<file path="config.mk">
export PLATFORM = sky130hd
export DESIGN_NAME = tcas_ctrl
export DESIGN_NICKNAME = d
export VERILOG_FILES = /design/src/hdl/tcas_pkg.sv /design/src/hdl/tcas_ctrl.sv
export SDC_FILE = /design/constraint.sdc
export NUM_CORES = 1
export LEC_CHECK = 0
export BUFFER_PORTS_ARGS = -buffer_cell sky130_fd_sc_hd__clkbuf_2
export CAP_MARGIN = 40
export CORE_AREA = 4 4 41 43
export DETAILED_ROUTE_END_ITERATION = 6
export DIE_AREA = 0 0 45 47
export PLACE_DENSITY_LB_ADDON = 0.2
export RECOVER_POWER = 25
export SYNTH_ARGS = -nofsm -noshare
export SYNTH_HDL_FRONTEND = slang
export SYNTH_SLANG_ARGS = --single-unit
export TNS_END_PERCENT = 5
</file>
<file path="constraint.sdc">
create_clock -name aclk -period 1.3 [get_ports aclk]
set_input_delay 0 -clock aclk [delete_from_list [all_inputs] [get_ports aclk]]
set_output_delay 0 -clock aclk [all_outputs]
set_load 0.005 [all_outputs]
</file>
<file path="src/hdl/tcas_pkg.sv">
// ----------------------------------------------------------------------------
// tcas_pkg
// Shared types, constants and helper functions for the text console with
// ANSI color escapes.
// ----------------------------------------------------------------------------
package tcas_pkg;

    // Screen geometry and parser limits
    localparam int COLUMNS      = 80;
    localparam int ROWS         = 25;
    localparam int ESCAPE_LIMIT = 32;
    localparam int CELLS        = COLUMNS * ROWS;
    localparam int PARAM_MAX    = 63;

    // Derived widths
    localparam int ADDR_W  = $clog2(CELLS);          // cell address
    localparam int CUR_W   = $clog2(CELLS + 1);      // cursor, can reach CELLS
    localparam int COL_W   = $clog2(COLUMNS);        // column within a row
    localparam int ESC_W   = $clog2(ESCAPE_LIMIT);   // sequence length
    localparam int PARAM_W = $clog2(PARAM_MAX + 1);  // SGR number
    localparam int PROD_W  = PARAM_W + 4;            // number * 10 + digit

    // Fixed field widths on the ports
    localparam int IDX_W   = 11;
    localparam int BYTE_W  = 8;
    localparam int ATTR_W  = 8;
    localparam int CELL_W  = BYTE_W + ATTR_W;

    // Byte codes
    localparam logic [BYTE_W-1:0] BYTE_NL     = 8'h0a;
    localparam logic [BYTE_W-1:0] BYTE_ESC    = 8'h1b;
    localparam logic [BYTE_W-1:0] BYTE_LBRACK = 8'h5b;
    localparam logic [BYTE_W-1:0] BYTE_SGR    = 8'h6d;  // 'm'
    localparam logic [BYTE_W-1:0] BYTE_DROP   = 8'h4d;  // 'M'
    localparam logic [BYTE_W-1:0] BYTE_ZERO   = 8'h30;
    localparam logic [BYTE_W-1:0] BYTE_NINE   = 8'h39;

    // SGR numbers
    localparam logic [PARAM_W-1:0] SGR_RESET      = PARAM_W'(0);
    localparam logic [PARAM_W-1:0] SGR_BRIGHT_OFF = PARAM_W'(1);
    localparam logic [PARAM_W-1:0] SGR_BRIGHT_ON  = PARAM_W'(2);
    localparam logic [PARAM_W-1:0] SGR_FG_BASE    = PARAM_W'(30);
    localparam logic [PARAM_W-1:0] SGR_BG_BASE    = PARAM_W'(40);
    localparam logic [PARAM_W-1:0] SGR_END        = PARAM_W'(50);

    localparam logic [ATTR_W-1:0] DEFAULT_ATTR = 8'h07;
    localparam logic [CELL_W-1:0] DEFAULT_CELL = {DEFAULT_ATTR, 8'h00};

    typedef enum logic [2:0] {
        ST_CLEAR,
        ST_IDLE,
        ST_EXEC,
        ST_COPY,
        ST_TAIL,
        ST_DONE
    } state_t;

    typedef struct packed {
        logic capture;   // latch the accepted item
        logic step;      // run the item against the state
        logic cnt_zero;  // restart the sweep counter
        logic copy;      // one step of the row move
        logic fill;      // write one cell to the default
        logic load;      // move the result into the output register
    } ctrl_cmd_t;

    typedef struct packed {
        logic need_scroll;
        logic copy_end;
        logic fill_end;
    } dp_status_t;

    typedef struct packed {
        logic              bright;
        logic [ATTR_W-1:0] attr;
    } sgr_t;

    typedef struct packed {
        logic [IDX_W-1:0]  cursor_pos;
        logic              cell_written;
        logic [IDX_W-1:0]  write_index;
        logic [BYTE_W-1:0] write_glyph;
        logic [ATTR_W-1:0] write_attr;
        logic              scrolled;
        logic [BYTE_W-1:0] read_glyph;
        logic [ATTR_W-1:0] read_attr;
        logic [ATTR_W-1:0] current_attr;
    } result_t;

    function automatic logic [2:0] ansi_color(input logic [3:0] code);
        logic [2:0] c;
        unique case (code)
            4'd0:    c = 3'h0;
            4'd1:    c = 3'h4;
            4'd2:    c = 3'h2;
            4'd3:    c = 3'h6;
            4'd4:    c = 3'h1;
            4'd5:    c = 3'h5;
            4'd6:    c = 3'h3;
            default: c = 3'h7;
        endcase
        return c;
    endfunction

    // Apply one SGR number to the pending color
    function automatic sgr_t apply_sgr(input logic [PARAM_W-1:0] num, input sgr_t cur);
        sgr_t             r;
        logic [PARAM_W-1:0] off;
        logic [3:0]       col;
        r   = cur;
        off = '0;
        priority if (num == SGR_RESET) begin
            r.bright = 1'b0;
            r.attr   = DEFAULT_ATTR;
        end else if (num == SGR_BRIGHT_ON) begin
            r.bright = 1'b1;
        end else if (num == SGR_BRIGHT_OFF) begin
            r.bright = 1'b0;
        end else if (num >= SGR_BG_BASE && num < SGR_END) begin
            off    = num - SGR_BG_BASE;
            col    = {cur.bright, ansi_color(off[3:0])};
            r.attr = {col, cur.attr[3:0]};
        end else if (num >= SGR_FG_BASE && num < SGR_BG_BASE) begin
            off    = num - SGR_FG_BASE;
            col    = {cur.bright, ansi_color(off[3:0])};
            r.attr = {cur.attr[7:4], col};
        end
        return r;
    endfunction

endpackage

</file>
<file path="src/hdl/tcas_ctrl.sv">
// ----------------------------------------------------------------------------
// tcas_ctrl
// Sequencer: clearing pass, item execution, scroll sweep and result handoff.
// ----------------------------------------------------------------------------
module tcas_ctrl
    import tcas_pkg::*;
(
    input  logic       aclk,
    input  logic       aresetn,
    input  logic       s_tvalid,
    output logic       s_tready,
    input  logic       out_free,
    input  dp_status_t status,
    output ctrl_cmd_t  cmd
);

    state_t state_reg, state_next;

    always_ff @(posedge aclk) begin
        if (!aresetn) begin
            state_reg <= ST_CLEAR;
        end else begin
            state_reg <= state_next;
        end
    end

    always_comb begin
        state_next = state_reg;
        cmd        = '0;
        s_tready   = 1'b0;
        unique case (state_reg)
            ST_CLEAR: begin
                cmd.fill = 1'b1;
                if (status.fill_end) begin
                    state_next = ST_IDLE;
                end
            end
            ST_IDLE: begin
                s_tready = 1'b1;
                if (s_tvalid) begin
                    cmd.capture = 1'b1;
                    state_next  = ST_EXEC;
                end
            end
            ST_EXEC: begin
                cmd.step = 1'b1;
                if (status.need_scroll) begin
                    cmd.cnt_zero = 1'b1;
                    state_next   = ST_COPY;
                end else begin
                    state_next = ST_DONE;
                end
            end
            ST_COPY: begin
                cmd.copy = 1'b1;
                if (status.copy_end) begin
                    state_next = ST_TAIL;
                end
            end
            ST_TAIL: begin
                cmd.fill = 1'b1;
                if (status.fill_end) begin
                    state_next = ST_DONE;
                end
            end
            ST_DONE: begin
                if (out_free) begin
                    cmd.load   = 1'b1;
                    state_next = ST_IDLE;
                end
            end
            default: begin
                state_next = ST_IDLE;
            end
        endcase
    end

endmodule

</file>
# After elaboration in Yosys (flattened, before gate mapping)
# Index checks and enable logic that the tools add are counted.
word_totals:
  reg_bits: 3
  inputBits: 7
  out_inout_bits: 7
  word_cells: 30
classes:
  n_eq_ne: 10
  muxes: 16
  reduce_logical: 3
ops:
  columns: ["operator", "n"]
  rows:
  - ["$mux W3", 6]
  - ["$pmux W3 S6", 1]
  - ["$ne A2 B2 Y1 const B", 5]
  - ["$mux W1", 8]
  - ["$eq A3 B2 Y1 const B", 2]
  - ["$eq A3 B3 Y1 const B", 2]
  - ["$reduce_and A5 Y1", 1]
  - ["$eq A3 B1 Y1 const B", 1]
  - ["$logic_not A3 Y1", 1]
  - ["$mux W2", 1]
  - ["$reduce_or A2 Y1", 1]

# Logic depth before layout (Yosys ltp)
logic_depth:
  word_depth: 3
  depth_mapped: 4
  ltp_nobuf: 3

# Least setup slack after synthesis
# No wires, ideal clock.
synth_path:
  kind: "register to register"
  startpoint: "register state_reg[1]"
  endpoint: "register state_reg[2]"
  setup_time_ns: 0.087
  arrival_ns: 1.110
  t_required_ns: 1.213
  path_slack_ns: 0.103
  stages_incl_launch_ff: 5
  n_path_buf: 1
  synth_period_minus_slack_ns: 1.197
  path_cell_list: "dfxtp_1 > buf_6 > or3_4 > a211o_1 > o31ai_1"
synth_via:
  elab_chain_cells: 3
  word_cells_on_any_way: 13
  cone_classes: "10 x eq/ne; 1 x mux; 2 x reduce/logical"
synth_rtl:
  columns: ["item", "line", "source"]
  rows:
  - ["start, declared", "tcas_ctrl.sv:17", "state_t state_reg, state_next;"]
  - ["start signal, assigned", "tcas_ctrl.sv:23", "state_reg <= state_next;"]
  - ["$eq A3 B2 Y1 (tied with other cells)", "tcas_ctrl.sv:31", "unique case (state_reg)"]
  - ["$ne A2 B2 Y1 (no source line)", null, null]
  - ["$reduce_and A5 Y1 (no source line)", null, null]
# Several ways; a longest one is shown, not always the timed one.
# A chain may end at the register's enable or synchronous reset.

==> impl_results.md <==
* Status: finished, final reports clean
* WL/cell at 9.83 um
* CP max stage delay at around 0.34 ns
* CP Capture Type: primary output
* First-pass GRT wire length at ~1200 um
* Initial Util at around 23%
* Post-route total power at 421 uW
* Max-slew violations at 0
* Clock period minus worst slack at 1.21 ns
* Mapped Cells at 32
* Chip height at 47 um
* Leakage power at 0.196 nW
* Clk slew on worst S/H paths at around 0.04 ns
* Ports at 14
* CP Max Fanout at 6
* Kind of critical path: reg2out
* Post-DRT Antenna Nets at 0
* Nets at 58
* Top post-synthesis cells by area: dfxtp_1, nand4bb_4, buf_6
* # rows at 13
* Post-Syn Area at 295 um2
* Post-CTS Hold Fix Bufs at 0
* Skew final at about 0.0053 ns
* Met2 GRT Util at 11.6%
* Worst-case vdd ir drop at between 500 and 600 uV
* Final hold viol count at 0
* Die ar. at 2120 um2
* # setup viols final at 0
* DR vias at 289
* Initial antenna violation count at 0
* Mean post-synth cell area at slightly above 9 um2
* HPWL after detailed placement at approximately 550 um
* Clock tree sinks at 3
* PwrDens at 1020 nW/um2
* Max Cap Viol at 0
* Yosys reg bits at 3
* Synth Net Count at 39
* Filler cells at 151
* CP Cell Sequence: buf_4, and2b_2, and3_1, clkbuf_2
* # H-tree levels at 1
* RePlAce Congestion at roughly 0.76
* WHS at 0.0218 ns
* Port Buffers at 13
* Setup TNS Final at 0 ns
* Pre-CTS WS at 0.106 ns
* Synth cell types at 24
* CP Data Required Time at approximately 1.3 ns
* Root Buffer: clkbuf_4
* Least-Margin Pin Slew at 0.213 ns
* Vias/cell at 4.45
* Gr usage total at 7.73%
* WL final at ~640 um
* Slowest stage cell, crit path: dfxtp_2
* Sequential area share after synthesis at 20.3%
* Remaining DRCs at 0
* R2R Setup Slk at ~0.12 ns
* GR Util met3 at between 3 and 4%
* Vias in the first global route at 302
* Startpoint Class: flop
* Final period util at 92.8%
* Setup Buffers After CTS at 0
* Core area at 1300 um2
* Post-synth ARST share at 0%
* Clk buf depth at 2
* Total gr overflow at 0
* Antenna cells at 0
* Share of the synthesized area in the top cell type at a little over 20%
* Area growth syn-to-layout at 40.3%
* Cell taking the most area after synthesis: dfxtp_1
* Share of layout cells above drive strength 1 at 62.0%
* Die W at ~45 um
* Post-synth EDFFs at 0
* RSZ-0062 raised after global routing: true
* GRT met1 Usage at 9.98%
* Top-count cell post-synth: dfxtp_1
* Hold Crit Class: in2reg
* Layer with the highest usage: met2
* CTS tree: done
* Max FFs per register at 3
* Slew margin rel. at 85.7%
* Synth Flop Type: dfxtp_1
* DR pass1 iterations at 2
* Yosys warnings at 0
* Num CTS Buffers at 3
* Iteration-0 DRC Markers at 3
* Fin worst setup slack at 0.0932 ns
* Clk Latency, worst-skew pair at 0.23 ns
* Critical Path AT at 1.21 ns
* Fmax at 829 MHz
* Largest net degree at the start of global routing at 9
## cell type report
class / instances / area, um2 / area share [%]
clock buffers: 4 / 26.3 / 6.34
inverters: 2 / 7.51 / 1.81
multi-input cells: 25 / 208 / 50.2
flip-flops and latches: 3 / 66.3 / 16.0
well taps: 15 / 18.8 / 4.53
repair buffers: 16 / 87.6 / 21.1
## power breakdown
part	internal (mW)	leakage [nW]	switching, mW
combinational	0.0808	0.155	0.0586
clock	0.115	0.0150	0.0475
sequential	0.104	0.0261	0.0149
## cell usage in the layout (no fill, tap or decap), types with 2 or more instances in the layout
| master | netlist | layout |
|---|---|---|
| clkbuf_2 | 0 | 13 |
| clkbuf_4 | 0 | 3 |
| buf_4 | 0 | 3 |
| nor3b_1 | 2 | 2 |
| and2_1 | 2 | 2 |
| inv_1 | 2 | 2 |
| nand2_1 | 2 | 2 |
| dfxtp_2 | 0 | 2 |
## timing repair
action,CTS,global route
setup endpoints to repair,1,3
resized for setup,1,4
cloned,0,0
## metrics by stage
stage | utilization, % | cell area (um2) | std cells
finish | 31.8 | 414 | 65
global route | 31.8 | 414 | 65
CTS | 31.3 | 407 | 65
detailed placement | 29.1 | 379 | 61
global placement | 29.1 | 379 | 61
floorplan | - | 295 | 32
## worst paths after layout
kind	startpoint	end	cells after the start
max reg2reg	state_reg[0]$_SDFFE_PN0P_	state_reg[2]$_SDFFE_PN0P_	3
min reg2reg	state_reg[2]$_SDFFE_PN0P_	state_reg[0]$_SDFFE_PN0P_	2
max	state_reg[1]$_SDFFE_PN0P_	cmd[0]	4
min	aresetn	state_reg[0]$_SDFFE_PN0P_	3
## kinds of logic after synthesis
group | count (synthesis) | share of synthesized area [%]
AO/OA/AOI/OAI | 6 | 16.1
buffers and inverters | 4 | 10.2
flip-flops | 3 | 20.3
multiplexers | 2 | 7.20
AND/OR/NAND/NOR | 17 | 46.2
## critical path: cells and delay by family, from the launching register on
kind                   cells  cell delay, ns
AND/OR/NAND/NOR            2            0.39
buffers and inverters      2            0.24
flip-flops                 1            0.34
## metal layers
layer	vias up	share of wire [%]	routed length (um)
li1	150	-	-
met1	129	48	306
met2	10	43	277
met3	0	8.5	54
met4	0	0	0
met5	-	0	0
(Power assumes the default switching activity.)
